==> src/hw/rtl/assert_macros.svh <==
// Assertion macros for the RTL files that check their own logic.
// No dependencies; take in by `include with the bare file name.
`ifndef ASSERT_MACROS_SVH
`define ASSERT_MACROS_SVH

// Same-cycle implication, disabled while the active-low reset is asserted.
`define ASSERT_IMPLY(label, clk, rst_n, ante, cons) \
    label: assert property (@(posedge clk) disable iff (!(rst_n)) (ante) |-> (cons)) \
        else $error("assertion failed: same-cycle implication");

// Next-cycle implication, disabled while the active-low reset is asserted.
`define ASSERT_NEXT(label, clk, rst_n, ante, cons) \
    label: assert property (@(posedge clk) disable iff (!(rst_n)) (ante) |=> (cons)) \
        else $error("assertion failed: next-cycle implication");

`endif

==> src/hw/rtl/rmss_pkg.sv <==
// Shared types, codes and the mode transition rules of the mode safety supervisor.
// No dependencies.
`timescale 1ns / 1ps

package rmss_pkg;

    localparam int ModeW   = 4;
    localparam int KindW   = 2;
    localparam int StatusW = 2;
    localparam int FaultW  = 2;
    localparam int TiltW   = 16;
    localparam int ThreshW = 15;
    localparam int BrakeW  = 16;
    localparam int TimeW   = 32;
    localparam int CfgIdxW = 2;
    localparam int CfgDataW = 16;

    // Operating modes
    localparam logic [ModeW-1:0] MODE_BOOT      = 4'd0;
    localparam logic [ModeW-1:0] MODE_IDLE      = 4'd1;
    localparam logic [ModeW-1:0] MODE_TEST      = 4'd2;
    localparam logic [ModeW-1:0] MODE_CALIB     = 4'd3;
    localparam logic [ModeW-1:0] MODE_EXPLORE   = 4'd4;
    localparam logic [ModeW-1:0] MODE_AVOID     = 4'd5;
    localparam logic [ModeW-1:0] MODE_PLAN      = 4'd6;
    localparam logic [ModeW-1:0] MODE_RECOVER   = 4'd7;
    localparam logic [ModeW-1:0] MODE_SOUND     = 4'd8;
    localparam logic [ModeW-1:0] MODE_MOTION    = 4'd9;
    localparam logic [ModeW-1:0] MODE_TILT_STOP = 4'd10;
    localparam logic [ModeW-1:0] MODE_EDGE_STOP = 4'd11;
    localparam logic [ModeW-1:0] MODE_SAFE      = 4'd12;
    localparam logic [ModeW-1:0] MODE_ERROR     = 4'd13;
    localparam logic [ModeW-1:0] MODE_LAST      = MODE_ERROR;

    // Word kinds
    localparam logic [KindW-1:0] KIND_REQUEST = 2'd0;
    localparam logic [KindW-1:0] KIND_SAFETY  = 2'd1;
    localparam logic [KindW-1:0] KIND_TIME    = 2'd2;
    localparam logic [KindW-1:0] KIND_NONE    = 2'd3;

    // Request status codes
    localparam logic [StatusW-1:0] ST_CHANGED = 2'd0;
    localparam logic [StatusW-1:0] ST_SAME    = 2'd1;
    localparam logic [StatusW-1:0] ST_INVALID = 2'd2;
    localparam logic [StatusW-1:0] ST_ILLEGAL = 2'd3;

    // Safety fault codes
    localparam logic [FaultW-1:0] FLT_NONE = 2'd0;
    localparam logic [FaultW-1:0] FLT_TILT = 2'd1;
    localparam logic [FaultW-1:0] FLT_EDGE = 2'd2;

    // Configuration register indexes
    localparam logic [CfgIdxW-1:0] CFG_TILT_LIMIT    = 2'd0;
    localparam logic [CfgIdxW-1:0] CFG_BRAKE_TIME_MS = 2'd1;
    localparam logic [CfgIdxW-1:0] CFG_IMU_PRESENT   = 2'd2;

    // Reset values of the configuration registers
    localparam logic [ThreshW-1:0] TILT_LIMIT_RST  = 15'd3000;
    localparam logic [BrakeW-1:0]  BRAKE_TIME_RST  = 16'd50;
    localparam logic               IMU_PRESENT_RST = 1'b1;

    typedef struct packed {
        logic [KindW-1:0] mode;
        logic [ModeW-1:0] requested_state;
        logic [TiltW-1:0] tilt_x;
        logic [TiltW-1:0] tilt_y;
        logic             edge_detected;
        logic [TimeW-1:0] now_ms;
    } t_item;

    typedef struct packed {
        logic [ModeW-1:0] mode;
        logic             brake_active;
        logic [TimeW-1:0] brake_start_ms;
    } t_state;

    typedef struct packed {
        logic [ThreshW-1:0] tilt_limit;
        logic [BrakeW-1:0]  brake_time_ms;
        logic               imu_present;
    } t_cfg;

    typedef struct packed {
        logic [ModeW-1:0]   current_mode;
        logic [StatusW-1:0] request_status;
        logic [FaultW-1:0]  safety_fault;
        logic               brake_apply;
        logic               coast_command;
        logic               braking;
    } t_result;

    // Fixed transition rules between operating modes.
    function automatic logic f_transition_ok(input logic [ModeW-1:0] from_mode,
                                             input logic [ModeW-1:0] to_mode);
        logic ok;
        ok = 1'b0;
        if (from_mode == to_mode) begin
            ok = 1'b1;
        end else if (to_mode == MODE_TILT_STOP || to_mode == MODE_EDGE_STOP ||
                     to_mode == MODE_ERROR) begin
            ok = 1'b1;
        end else if (from_mode == MODE_TILT_STOP || from_mode == MODE_EDGE_STOP ||
                     from_mode == MODE_ERROR) begin
            ok = (to_mode == MODE_IDLE);
        end else begin
            unique case (from_mode)
                MODE_BOOT: begin
                    ok = (to_mode == MODE_IDLE) || (to_mode == MODE_CALIB);
                end
                MODE_IDLE: begin
                    ok = (to_mode == MODE_EXPLORE) || (to_mode == MODE_TEST) ||
                         (to_mode == MODE_CALIB) || (to_mode == MODE_SOUND) ||
                         (to_mode == MODE_MOTION);
                end
                MODE_EXPLORE, MODE_AVOID, MODE_RECOVER: begin
                    ok = (to_mode == MODE_EXPLORE) || (to_mode == MODE_AVOID) ||
                         (to_mode == MODE_RECOVER) || (to_mode == MODE_IDLE);
                end
                MODE_CALIB, MODE_TEST, MODE_SAFE: begin
                    ok = (to_mode == MODE_IDLE);
                end
                default: begin
                    ok = 1'b0;
                end
            endcase
        end
        return ok;
    endfunction

endpackage

==> src/hw/rtl/rmss_in_reg.sv <==
// Input register stage of the mode safety supervisor: captures one word.
// Depends on rmss_pkg.
`timescale 1ns / 1ps

module rmss_in_reg
    import rmss_pkg::*;
(
    input  logic  i_clk,
    input  logic  i_rst_n,
    input  logic  i_valid,
    output logic  o_ready,
    input  t_item i_item,
    output logic  o_valid,
    input  logic  i_take,
    output t_item o_item
);

    logic  r_valid;
    t_item r_item;

    // Accept when empty or when the held word moves on this cycle.
    assign o_ready = !r_valid || i_take;

    always_ff @(posedge i_clk) begin
        if (!i_rst_n) begin
            r_valid <= 1'b0;
        end else if (o_ready) begin
            r_valid <= i_valid;
        end
    end

    always_ff @(posedge i_clk) begin
        if (o_ready && i_valid) begin
            r_item <= i_item;
        end
    end

    assign o_valid = r_valid;
    assign o_item  = r_item;

endmodule

==> src/hw/rtl/rmss_step.sv <==
// Next-state and result logic for one word of the mode safety supervisor.
// Depends on rmss_pkg.
`timescale 1ns / 1ps

module rmss_step
    import rmss_pkg::*;
(
    input  t_item   i_item,
    input  t_state  i_state,
    input  t_cfg    i_cfg,
    output t_state  o_state,
    output t_result o_result
);

    logic [TiltW:0]   mag_x;
    logic [TiltW:0]   mag_y;
    logic [TiltW:0]   thresh_ext;
    logic             tilt_fault;
    logic [TimeW-1:0] elapsed;
    logic             brake_done;

    // Magnitude with one extra bit so the most negative tilt reads as 32768.
    assign mag_x = i_item.tilt_x[TiltW-1]
                 ? ((TiltW+1)'(0) - {i_item.tilt_x[TiltW-1], i_item.tilt_x})
                 : {1'b0, i_item.tilt_x};
    assign mag_y = i_item.tilt_y[TiltW-1]
                 ? ((TiltW+1)'(0) - {i_item.tilt_y[TiltW-1], i_item.tilt_y})
                 : {1'b0, i_item.tilt_y};
    assign thresh_ext = (TiltW+1)'(i_cfg.tilt_limit);
    assign tilt_fault = i_cfg.imu_present && ((mag_x > thresh_ext) || (mag_y > thresh_ext));

    assign elapsed    = i_item.now_ms - i_state.brake_start_ms;
    assign brake_done = elapsed > TimeW'(i_cfg.brake_time_ms);

    always_comb begin
        o_state  = i_state;
        o_result = '0;
        unique case (i_item.mode)
            KIND_REQUEST: begin
                if (i_item.requested_state > MODE_LAST) begin
                    o_result.request_status = ST_INVALID;
                end else if (!f_transition_ok(i_state.mode, i_item.requested_state)) begin
                    o_result.request_status = ST_ILLEGAL;
                end else if (i_item.requested_state == i_state.mode) begin
                    o_result.request_status = ST_SAME;
                end else begin
                    o_result.request_status = ST_CHANGED;
                    o_state.mode            = i_item.requested_state;
                end
            end
            KIND_SAFETY: begin
                if (tilt_fault || i_item.edge_detected) begin
                    o_state.mode          = tilt_fault ? MODE_TILT_STOP : MODE_EDGE_STOP;
                    o_result.safety_fault = tilt_fault ? FLT_TILT : FLT_EDGE;
                    // Keep the running brake and its start time if already braking.
                    if (!i_state.brake_active) begin
                        o_state.brake_active   = 1'b1;
                        o_state.brake_start_ms = i_item.now_ms;
                        o_result.brake_apply   = 1'b1;
                    end
                end else begin
                    o_state.brake_active = 1'b0;
                end
            end
            KIND_TIME: begin
                if (i_state.brake_active && brake_done) begin
                    o_state.brake_active   = 1'b0;
                    o_result.coast_command = 1'b1;
                end
            end
            KIND_NONE: begin
                o_state = i_state;
            end
            default: begin
                o_state = i_state;
            end
        endcase
        o_result.current_mode = o_state.mode;
        o_result.braking      = o_state.brake_active;
    end

endmodule

==> src/hw/rtl/robot_mode_safety_supervisor_top.sv <==
// Top level of the robot mode safety supervisor: ports, state, config and result register.
// Depends on rmss_pkg, rmss_in_reg, rmss_step and assert_macros.svh.
`timescale 1ns / 1ps

// Mode safety supervisor. Each accepted input word is a mode request, a
// safety check, a time update or a no-op word, and yields exactly one
// result word. Words stream at one per cycle while the result side keeps up:
// a word is captured in an input register, is evaluated against the mode and
// brake state by a short block of logic the cycle it moves on, and lands in
// a result register; the supervisor state (mode, brake flag, brake start
// time) updates at that same edge, so the next word always sees the effect
// of the previous one. A word moves on to the result register when that
// register is free or drained that cycle; throughput is one word per cycle
// whenever the result side takes words as fast. The input side keeps
// accepting while a finished result waits, until both registers are full.
// Configuration writes (tilt threshold, brake hold time, IMU present) take
// effect at the write edge; write only while no word is in flight. Writes to
// an index beyond the register list are dropped. Coasting needs the elapsed
// wrapping millisecond time to exceed the brake hold time strictly.
module robot_mode_safety_supervisor_top
    import rmss_pkg::*;
(
    input  logic                i_clk,
    input  logic                i_rst_n,
    // input word channel
    input  logic                i_in_valid,
    output logic                o_in_ready,
    input  logic [KindW-1:0]    i_mode,
    input  logic [ModeW-1:0]    i_requested_state,
    input  logic signed [TiltW-1:0] i_tilt_x,
    input  logic signed [TiltW-1:0] i_tilt_y,
    input  logic                i_edge_detected,
    input  logic [TimeW-1:0]    i_now_ms,
    // result word channel
    output logic                o_out_valid,
    input  logic                i_out_ready,
    output logic [ModeW-1:0]    o_current_mode,
    output logic [StatusW-1:0]  o_request_status,
    output logic [FaultW-1:0]   o_safety_fault,
    output logic                o_brake_apply,
    output logic                o_coast_command,
    output logic                o_braking,
    // configuration write port
    input  logic                i_cfg_we,
    input  logic [CfgIdxW-1:0]  i_cfg_idx,
    input  logic [CfgDataW-1:0] i_cfg_data
);

`include "assert_macros.svh"

    t_item   in_item;
    t_item   held_item;
    logic    held_valid;
    logic    advance;
    t_state  r_state;
    t_state  n_state;
    t_cfg    r_cfg;
    t_result n_result;
    t_result r_result;
    logic    r_out_valid;
    logic    out_fault;
    logic    out_stop_mode;

    assign in_item = '{
        mode:            i_mode,
        requested_state: i_requested_state,
        tilt_x:          i_tilt_x,
        tilt_y:          i_tilt_y,
        edge_detected:   i_edge_detected,
        now_ms:          i_now_ms
    };

    // Move the held word on when the result register is free or draining.
    assign advance = held_valid && (!r_out_valid || i_out_ready);

    rmss_in_reg u_in_reg (
        .i_clk   (i_clk),
        .i_rst_n (i_rst_n),
        .i_valid (i_in_valid),
        .o_ready (o_in_ready),
        .i_item  (in_item),
        .o_valid (held_valid),
        .i_take  (advance),
        .o_item  (held_item)
    );

    rmss_step u_step (
        .i_item   (held_item),
        .i_state  (r_state),
        .i_cfg    (r_cfg),
        .o_state  (n_state),
        .o_result (n_result)
    );

    // Supervisor state: advance once per evaluated word.
    always_ff @(posedge i_clk) begin
        if (!i_rst_n) begin
            r_state.mode           <= MODE_BOOT;
            r_state.brake_active   <= 1'b0;
            r_state.brake_start_ms <= '0;
        end else if (advance) begin
            r_state <= n_state;
        end
    end

    // Configuration registers; drop writes to unknown indexes.
    always_ff @(posedge i_clk) begin
        if (!i_rst_n) begin
            r_cfg.tilt_limit    <= TILT_LIMIT_RST;
            r_cfg.brake_time_ms <= BRAKE_TIME_RST;
            r_cfg.imu_present   <= IMU_PRESENT_RST;
        end else if (i_cfg_we) begin
            unique case (i_cfg_idx)
                CFG_TILT_LIMIT:    r_cfg.tilt_limit    <= i_cfg_data[ThreshW-1:0];
                CFG_BRAKE_TIME_MS: r_cfg.brake_time_ms <= i_cfg_data[BrakeW-1:0];
                CFG_IMU_PRESENT:   r_cfg.imu_present   <= i_cfg_data[0];
                default:           r_cfg               <= r_cfg;
            endcase
        end
    end

    // Result register: hold until taken, load on advance.
    always_ff @(posedge i_clk) begin
        if (!i_rst_n) begin
            r_out_valid <= 1'b0;
        end else if (advance) begin
            r_out_valid <= 1'b1;
        end else if (i_out_ready) begin
            r_out_valid <= 1'b0;
        end
    end

    always_ff @(posedge i_clk) begin
        if (advance) begin
            r_result <= n_result;
        end
    end

    assign o_out_valid      = r_out_valid;
    assign o_current_mode   = r_result.current_mode;
    assign o_request_status = r_result.request_status;
    assign o_safety_fault   = r_result.safety_fault;
    assign o_brake_apply    = r_result.brake_apply;
    assign o_coast_command  = r_result.coast_command;
    assign o_braking        = r_result.braking;

    assign out_fault     = r_out_valid && (r_result.safety_fault != FLT_NONE);
    assign out_stop_mode = (r_result.current_mode == MODE_TILT_STOP) ||
                           (r_result.current_mode == MODE_EDGE_STOP);

    // A brake command always leaves the brake active; a coast always releases it.
    `ASSERT_IMPLY(a_apply_braking, i_clk, i_rst_n, r_out_valid && r_result.brake_apply, r_result.braking)
    `ASSERT_IMPLY(a_coast_released, i_clk, i_rst_n, r_out_valid && r_result.coast_command, !r_result.braking)
    // A reported fault goes with one of the two stop modes.
    `ASSERT_IMPLY(a_fault_mode, i_clk, i_rst_n, out_fault, out_stop_mode)
    // The mode register never leaves the defined range.
    `ASSERT_IMPLY(a_mode_range, i_clk, i_rst_n, 1'b1, r_state.mode <= MODE_LAST)
    // A word that moves on shows up as a valid result the next cycle.
    `ASSERT_NEXT(a_advance_result, i_clk, i_rst_n, advance, r_out_valid)

endmodule
==> config.mk <==
export PLATFORM = sky130hd
export DESIGN_NAME = robot_mode_safety_supervisor_top
export DESIGN_NICKNAME = d
export VERILOG_FILES = /design/src/hw/rtl/rmss_pkg.sv /design/src/hw/rtl/rmss_in_reg.sv /design/src/hw/rtl/rmss_step.sv /design/src/hw/rtl/robot_mode_safety_supervisor_top.sv
export VERILOG_INCLUDE_DIRS = /design/src /design/src/hw/rtl
export SDC_FILE = /design/constraint.sdc
export NUM_CORES = 1
export LEC_CHECK = 0
export ABC_AREA = 1
export BUFFER_PORTS_ARGS = -buffer_cell sky130_fd_sc_hd__buf_4
export CORE_MARGIN = 3
export CORE_UTILIZATION = 56
export CTS_BUF_LIST = sky130_fd_sc_hd__clkbuf_4 sky130_fd_sc_hd__clkbuf_8
export DETAILED_ROUTE_END_ITERATION = 8
export PLACE_DENSITY = 0.77
export REMOVE_ABC_BUFFERS = 1
export SLEW_MARGIN = 10
export SYNTH_ARGS = -nofsm -noshare
export SYNTH_HDL_FRONTEND = slang
export SYNTH_SLANG_ARGS = --single-unit
==> constraint.sdc <==
create_clock -name i_clk -period 3.4 [get_ports i_clk]
set_input_delay 0.34 -clock i_clk [delete_from_list [all_inputs] [get_ports i_clk]]
set_output_delay 0.34 -clock i_clk [all_outputs]
set_load 0.05 [all_outputs]
# == Word-level counts from Yosys, hierarchy flattened ==
# Cells that the tools add are included.
# word_totals
rom_bits,0
latchBits,0
wordCells,116
ramBits,0
mem_count,0
ff_bits,153
inputBits,94
# classes
n_eq_ne,27
n_mul,0
n_div,0
n_shift,0
bitwise_logic,2
magnitude_cmp,4
n_reduce_logical,34
add_sub_neg,3
muxes,25
# ops
cell,n
== test 4 bit (second input constant),9
greater-than comparator 17 x 15 -> 1 bit,2
2-to-1 mux 17 bit,2
subtractor 1 x 16 -> 17 bit (first input constant),2
greater-than comparator 32 x 16 -> 1 bit,1
subtractor 32 bit,1
== test 4 x 3 -> 1 bit (second input constant),6
== test 4 x 2 -> 1 bit (second input constant),4
logical OR 1 bit,16
2-to-1 mux 4 bit,4
2-to-1 mux 1 bit,13
== test 4 x 1 -> 1 bit (second input constant),2
== test 4 bit,2
one-hot mux 4 bit (2 select lines),1
AND reduction 2 bit,4
2-to-1 mux 2 bit,3
OR reduction 3 bit,2
== test 2 x 1 -> 1 bit (second input constant),2
== test 2 bit (second input constant),2
greater-than comparator 4 bit (second input constant),1
logical AND 1 bit,4
zero test 2 bit,2
zero test 4 bit,1
one-hot mux 1 bit (4 select lines),1
other kinds (6),8

# == Logic depth before layout (Yosys ltp) ==
# logic_depth
word_depth,14
ltp_mapped,27

# == Modules after synthesis ==
# From an unflattened synthesis, not the netlist that was laid out.
# unflattened
hier_cells,1582
area_unflattened_um2,10867.9
# by_module_without_submodules
mod,instances,area_per_inst_um2,cells_each,seq_area_each_um2
rmss_step,1,5390.2,1057,0.0
robot_mode_safety_supervisor_top,1,3294.4,447,1731.7
rmss_in_reg,1,2183.3,78,2152.1

# == Least setup slack after synthesis ==
# Ideal clock, no wire load.
# synth_timing
path_type,register -> register
start,"reg u_in_reg.r_item, in the netlist u_in_reg.o_item[33]"
end,"reg r_result, in the netlist o_braking, data pin"
period_less_slack_ns,3.210
path_stages_with_launch,26
setup_ns,0.252
setup_slack_ns,0.190
path_buffers,0
arrival_ns,2.958
required_time_ns,3.148
path_cell_list,edfxtp_1 inv_1 ha_1 inv_1 nor2_1 inv_1 nor4_1 nand2_1 o31ai_1 nand2_1 xor2_1 ha_1 nand2_1 inv_1 a21oi_1 o211ai_1 nor2_1 nand2_1 nand2_1 nand2_2 nand2_4 nand2_4 a21oi_1 nand2_1 nand2_1 inv_1
# synth_rtl
element,line,text
from (decl),rmss_in_reg.sv:19,t_item r_item;
from (signal assigned),rmss_in_reg.sv:34,r_item <= i_item;
to (signal assigned),robot_mode_safety_supervisor_top.sv:135,r_result <= n_result;
to (decl),robot_mode_safety_supervisor_top.sv:59,t_result r_result;

# == Worst setup path after layout ==
# layout_timing
start,"reg u_in_reg.r_item, in the netlist u_in_reg.o_item[34]"
end,reg r_state[15] (netlist name)
# layout_via
elab_chain_cells,7
# layout_lines
element,line,text
subtractor 1 x 16 -> 17 bit,rmss_step.sv:27,"? ((TiltW+1)'(0) - {i_item.tilt_y[TiltW-1], i_item.tilt_y})"
2-to-1 mux 17 bit *,rmss_step.sv:27,
greater-than comparator 17 x 15 -> 1 bit *,rmss_step.sv:30,assign tilt_fault = i_cfg.imu_present && ((mag_x > thresh_ext) || (mag_y > thresh_ext));
logical OR 1 bit *,rmss_step.sv:30,
logical AND 1 bit *,rmss_step.sv:30,
logical OR 1 bit *,rmss_step.sv:52,if (tilt_fault || i_item.edge_detected) begin
AND reduction 4 bit (no line) *,-,
to (signal assigned),robot_mode_safety_supervisor_top.sv:102,r_state <= n_state;
to (decl),robot_mode_safety_supervisor_top.sv:55,t_state r_state;
# Every way passes the cells marked *; elsewhere a longest branch is shown, timed or not.
# A chain may end at the register's enable or synchronous reset.

==> metrics.md <==
| Metric | Value |
|---|---|
| Skew-Pair Late Insertion Delay | 0.48 ns |
| Slowest-stage cell, CP | nor3_1 |
| Ys flop type | edfxtp_1 |
| Max VDD drop | 0.3092 mV |
| Flop-to-flop setup slack | -0.12 ns |
| Max Slew Vio Count | 0 |
| Initial DRC count | 624 |
| Fin. Hold Viols | 0 |
| Core area | 0.01682 mm² |
| CP startpoint kind | flip-flop |
| Yosys warning count | 0 |
| Synth Cell Area | 0.009754 mm² |
| Share of cells above drive strength 1 | 19.71% |
| R2R Path End | r_state[15] |
| Crit-path max cell delay | 0.40 ns |
| Fmax achieved | 0.2841 GHz |
| CTS tree | done |
| Synth Register Bits | 153 |
| Synth Area in Adders | 10.72% |
| Maxcap violations | 0 |
| R2r startpoint | u_in_reg.o_item[34] |
| Failing checks | setup timing |
| Period Utilization, post-route | 103.5% |
| Reg2Reg Depth | 24 |
| Worst hold stages | 1 |
| Dpl ws | -0.2582 ns |
| PnR worst setup slack | -0.1199 ns |
| Unrepaired setup endpoints after global routing | yes |
| Total power per unit cell area | 392.5 mW/mm² |
| Tmin final | 3.520 ns |
| Drt via density | 5.192 |
| Number of synthesized flops with an enable pin | 82 |
| H-Tree Depth | 4 |
| XOR/XNOR Fraction of Synth Area | 3.951% |
| Hold path startpoint | i_tilt_y[0] |
| Crit-path cells | buf_4 > buf_4 > buf_4 > nor2_2 > nand2_2 > nor3_1 > nor2_1 > xor2_1 > ha_1 > nand2_2 > inv_2 > a21oi_2 > o211ai_1 > nor2_1 > nand2_1 > nand2_2 > nand2_4 > nand2_4 > nand2_4 > nand3_4 > buf_8 > buf_12 > o21ai_4 > a21oi_2 |
| Synth Area in Simple Gates | 23.09% |
| Critical Path AT | 3.88 ns |
| Least-Margin Pin Slew | 0.9174 ns |
| CP endpoint kind | flip-flop |
| Setup_tns | -2.235 ns |
| Vias in the first global route | 7988 |
| CP top delay family | simple AND/OR/NAND/NOR gates |
| Power, Total | 4.732 mW |
| Main combinational cell family by area after synthesis | simple AND/OR/NAND/NOR gates |
| Finished Layout Cells | 1686 |
| Sequential share of the synthesized area | 39.82% |
| Via count | 8753 |
| CP Class | reg2reg |
| Hold slack final | 0.02651 ns |
| Synth Instances | 1299 |
| Post-synthesis mux area share | 0% |
| First-pass DRT Iterations | 5 |
| Post-route ant nets | 0 |
| Max clock buf depth | 2 |
| Mean Syn Cell Area | 7.509 µm² |
| Worst path required time | 3.76 ns |
| Die area | 0.01904 mm² |
| Most frequent cells in the layout | nand2_1, inv_1, buf_4 |
| Endpoints failing setup | 31 |
| Crit Path Max Fanout | 5 |
| CTS sink count | 153 |
| Area grow syn2layout | 23.60% |
| Hold EP | u_in_reg.o_item[33] |
| Worst rel slew slack | 38.84% |
| First-pass GRT wire length | 37.36 mm |
| Post-synth cell types | 39 |
| TritonCTS Buffers | 17 |
| Nets@finish | 1630 |
| Ports | 107 |
| Filler cell count in the final layout | 1369 |
| Worst path bufs/invs | 6 |
| Initial antenna violation count | 0 |
| # DRC | 0 |
| Die X | 138.0 µm |
| Initial cell density of the core | 58.00% |
| Largest net degree at the start of global routing | 66 |
| GRT Resource Usage Total | 24.89% |
| Register clock-pin slew on the reported worst setup and hold paths | 0.09 ns |
| Detailed-route wire length | 24.38 mm |
| WL/cell | 14.46 µm |
| Worst hold path class | in2reg |
| CTS root buf | clkbuf_8 |
| Placed insts | 1629 |
| Row count | 47 |
| Most common cell after layout, fill and taps aside | nand2_1 |
| Port Buffers | 106 |
| Status | finished, violations left |
| Post-DP HPWL | 17.30 mm |
| Antenna fix cells | 0 |
| Synth Area in Compound Gates | 11.80% |
| Leakage power | 5.816 nW |
| Die height | 138.0 µm |
| Ys async rst share | 0% |
| Worst setup skew after layout | 0.01791 ns |
| Congestion Overflow GR | 0 |
| Routability cong. | 0.9314 |
-- flip-flops by register name (all words and copies together) (netlist names) --
| name | flops |
|---|---|
| o_brake_apply | 1 |
| u_in_reg.o_valid | 1 |
| o_safety_fault | 2 |
| r_state | 37 |
| u_in_reg.o_item | 71 |
| o_request_status | 2 |
| o_braking | 1 |
| o_coast_command | 1 |
| r_cfg | 32 |
| o_current_mode | 4 |
| o_out_valid | 1 |
-- synthesized netlist by cell type, types with 15 or more instances --
library cell | number | area share, %
nand2_1 | 335 | 13
inv_1 | 235 | 9.0
a21oi_1 | 111 | 5.7
nor2_1 | 101 | 3.9
edfxtp_1 | 82 | 25
ha_1 | 82 | 11
dfxtp_1 | 71 | 15
o21ai_0 | 43 | 2.2
nand3_1 | 41 | 2.1
o21ai_1 | 33 | 1.7
xor2_1 | 26 | 2.3
xnor2_1 | 18 | 1.6
nand4_1 | 17 | 1.1
o211ai_1 | 15 | 1.2
-- worst max path at each step --
stage / depth (start not counted) / startpoint / to / slack (ns)
floorplan: 24 / u_in_reg.o_item[33] / r_state[0] / -0.1
global placement: 25 / u_in_reg.o_item[34] / r_state[15] / -0.11
detailed placement: 23 / u_in_reg.o_item[34] / r_state[15] / -0.26
CTS: 25 / u_in_reg.o_item[34] / r_state[27] / -0.06
global route: 26 / u_in_reg.o_item[33] / r_state[8] / -0.37
finish: 24 / u_in_reg.o_item[34] / r_state[15] / -0.12
-- cell type report --
class / instances / area, µm² / share of cell area, %
multi-input combinational: 878 / 5187 / 43.03
sequential: 153 / 3884 / 32.21
timing repair buffer: 158 / 1404 / 11.64
inverter: 245 / 919.6 / 7.628
tap: 220 / 275.3 / 2.283
clock buffer: 18 / 241.5 / 2.003
clock inverter: 14 / 145.1 / 1.204
-- metrics by stage --
| step | instance area [µm²] | util [%] |
|---|---|---|
| 2_1_floorplan | 9638 | - |
| 3_3_place_gp | 10950 | 65.13 |
| 3_5_place_dp | 10950 | 65.13 |
| 4_1_cts | 11470 | 68.23 |
| 5_1_grt | 12060 | 71.69 |
| 6_report | 12060 | 71.69 |
-- cells by family (layout without fill, tap and decap cells) --
| group | after synthesis | count (layout) |
|---|---|---|
| flops | 153 | 153 |
| compound gates | 215 | 215 |
| fa+ha+maj | 83 | 83 |
| simple gates | 536 | 536 |
| buf+inv | 268 | 435 |
| xor+xnor | 44 | 44 |
-- layer usage --
metal / GRT usage, % / part of all wire, %
met3: 5.515 / 6.2
met4: 7.190 / 1.8
met2: 39.75 / 46
met5: 0 / 0
met1: 34.04 / 46
-- power breakdown --
part | total [mW] | leakage [nW] | internal, mW | switching, mW
Combinational | 1.21 | 4.24 | 0.499 | 0.708
Sequential | 2.13 | 1.38 | 2.05 | 0.0722
Clock | 1.40 | 0.196 | 0.663 | 0.736
-- what timing repair did --
action	in CTS	in global routing
gates resized for setup	10	91
setup buffers	3	8
hold buffers	0	7
pin swaps	2	7
endpoints found under the setup margin	45	46
cloned	2	6
hold endpoints to repair	0	7
Note: power is estimated with default switching activity, not from simulation.
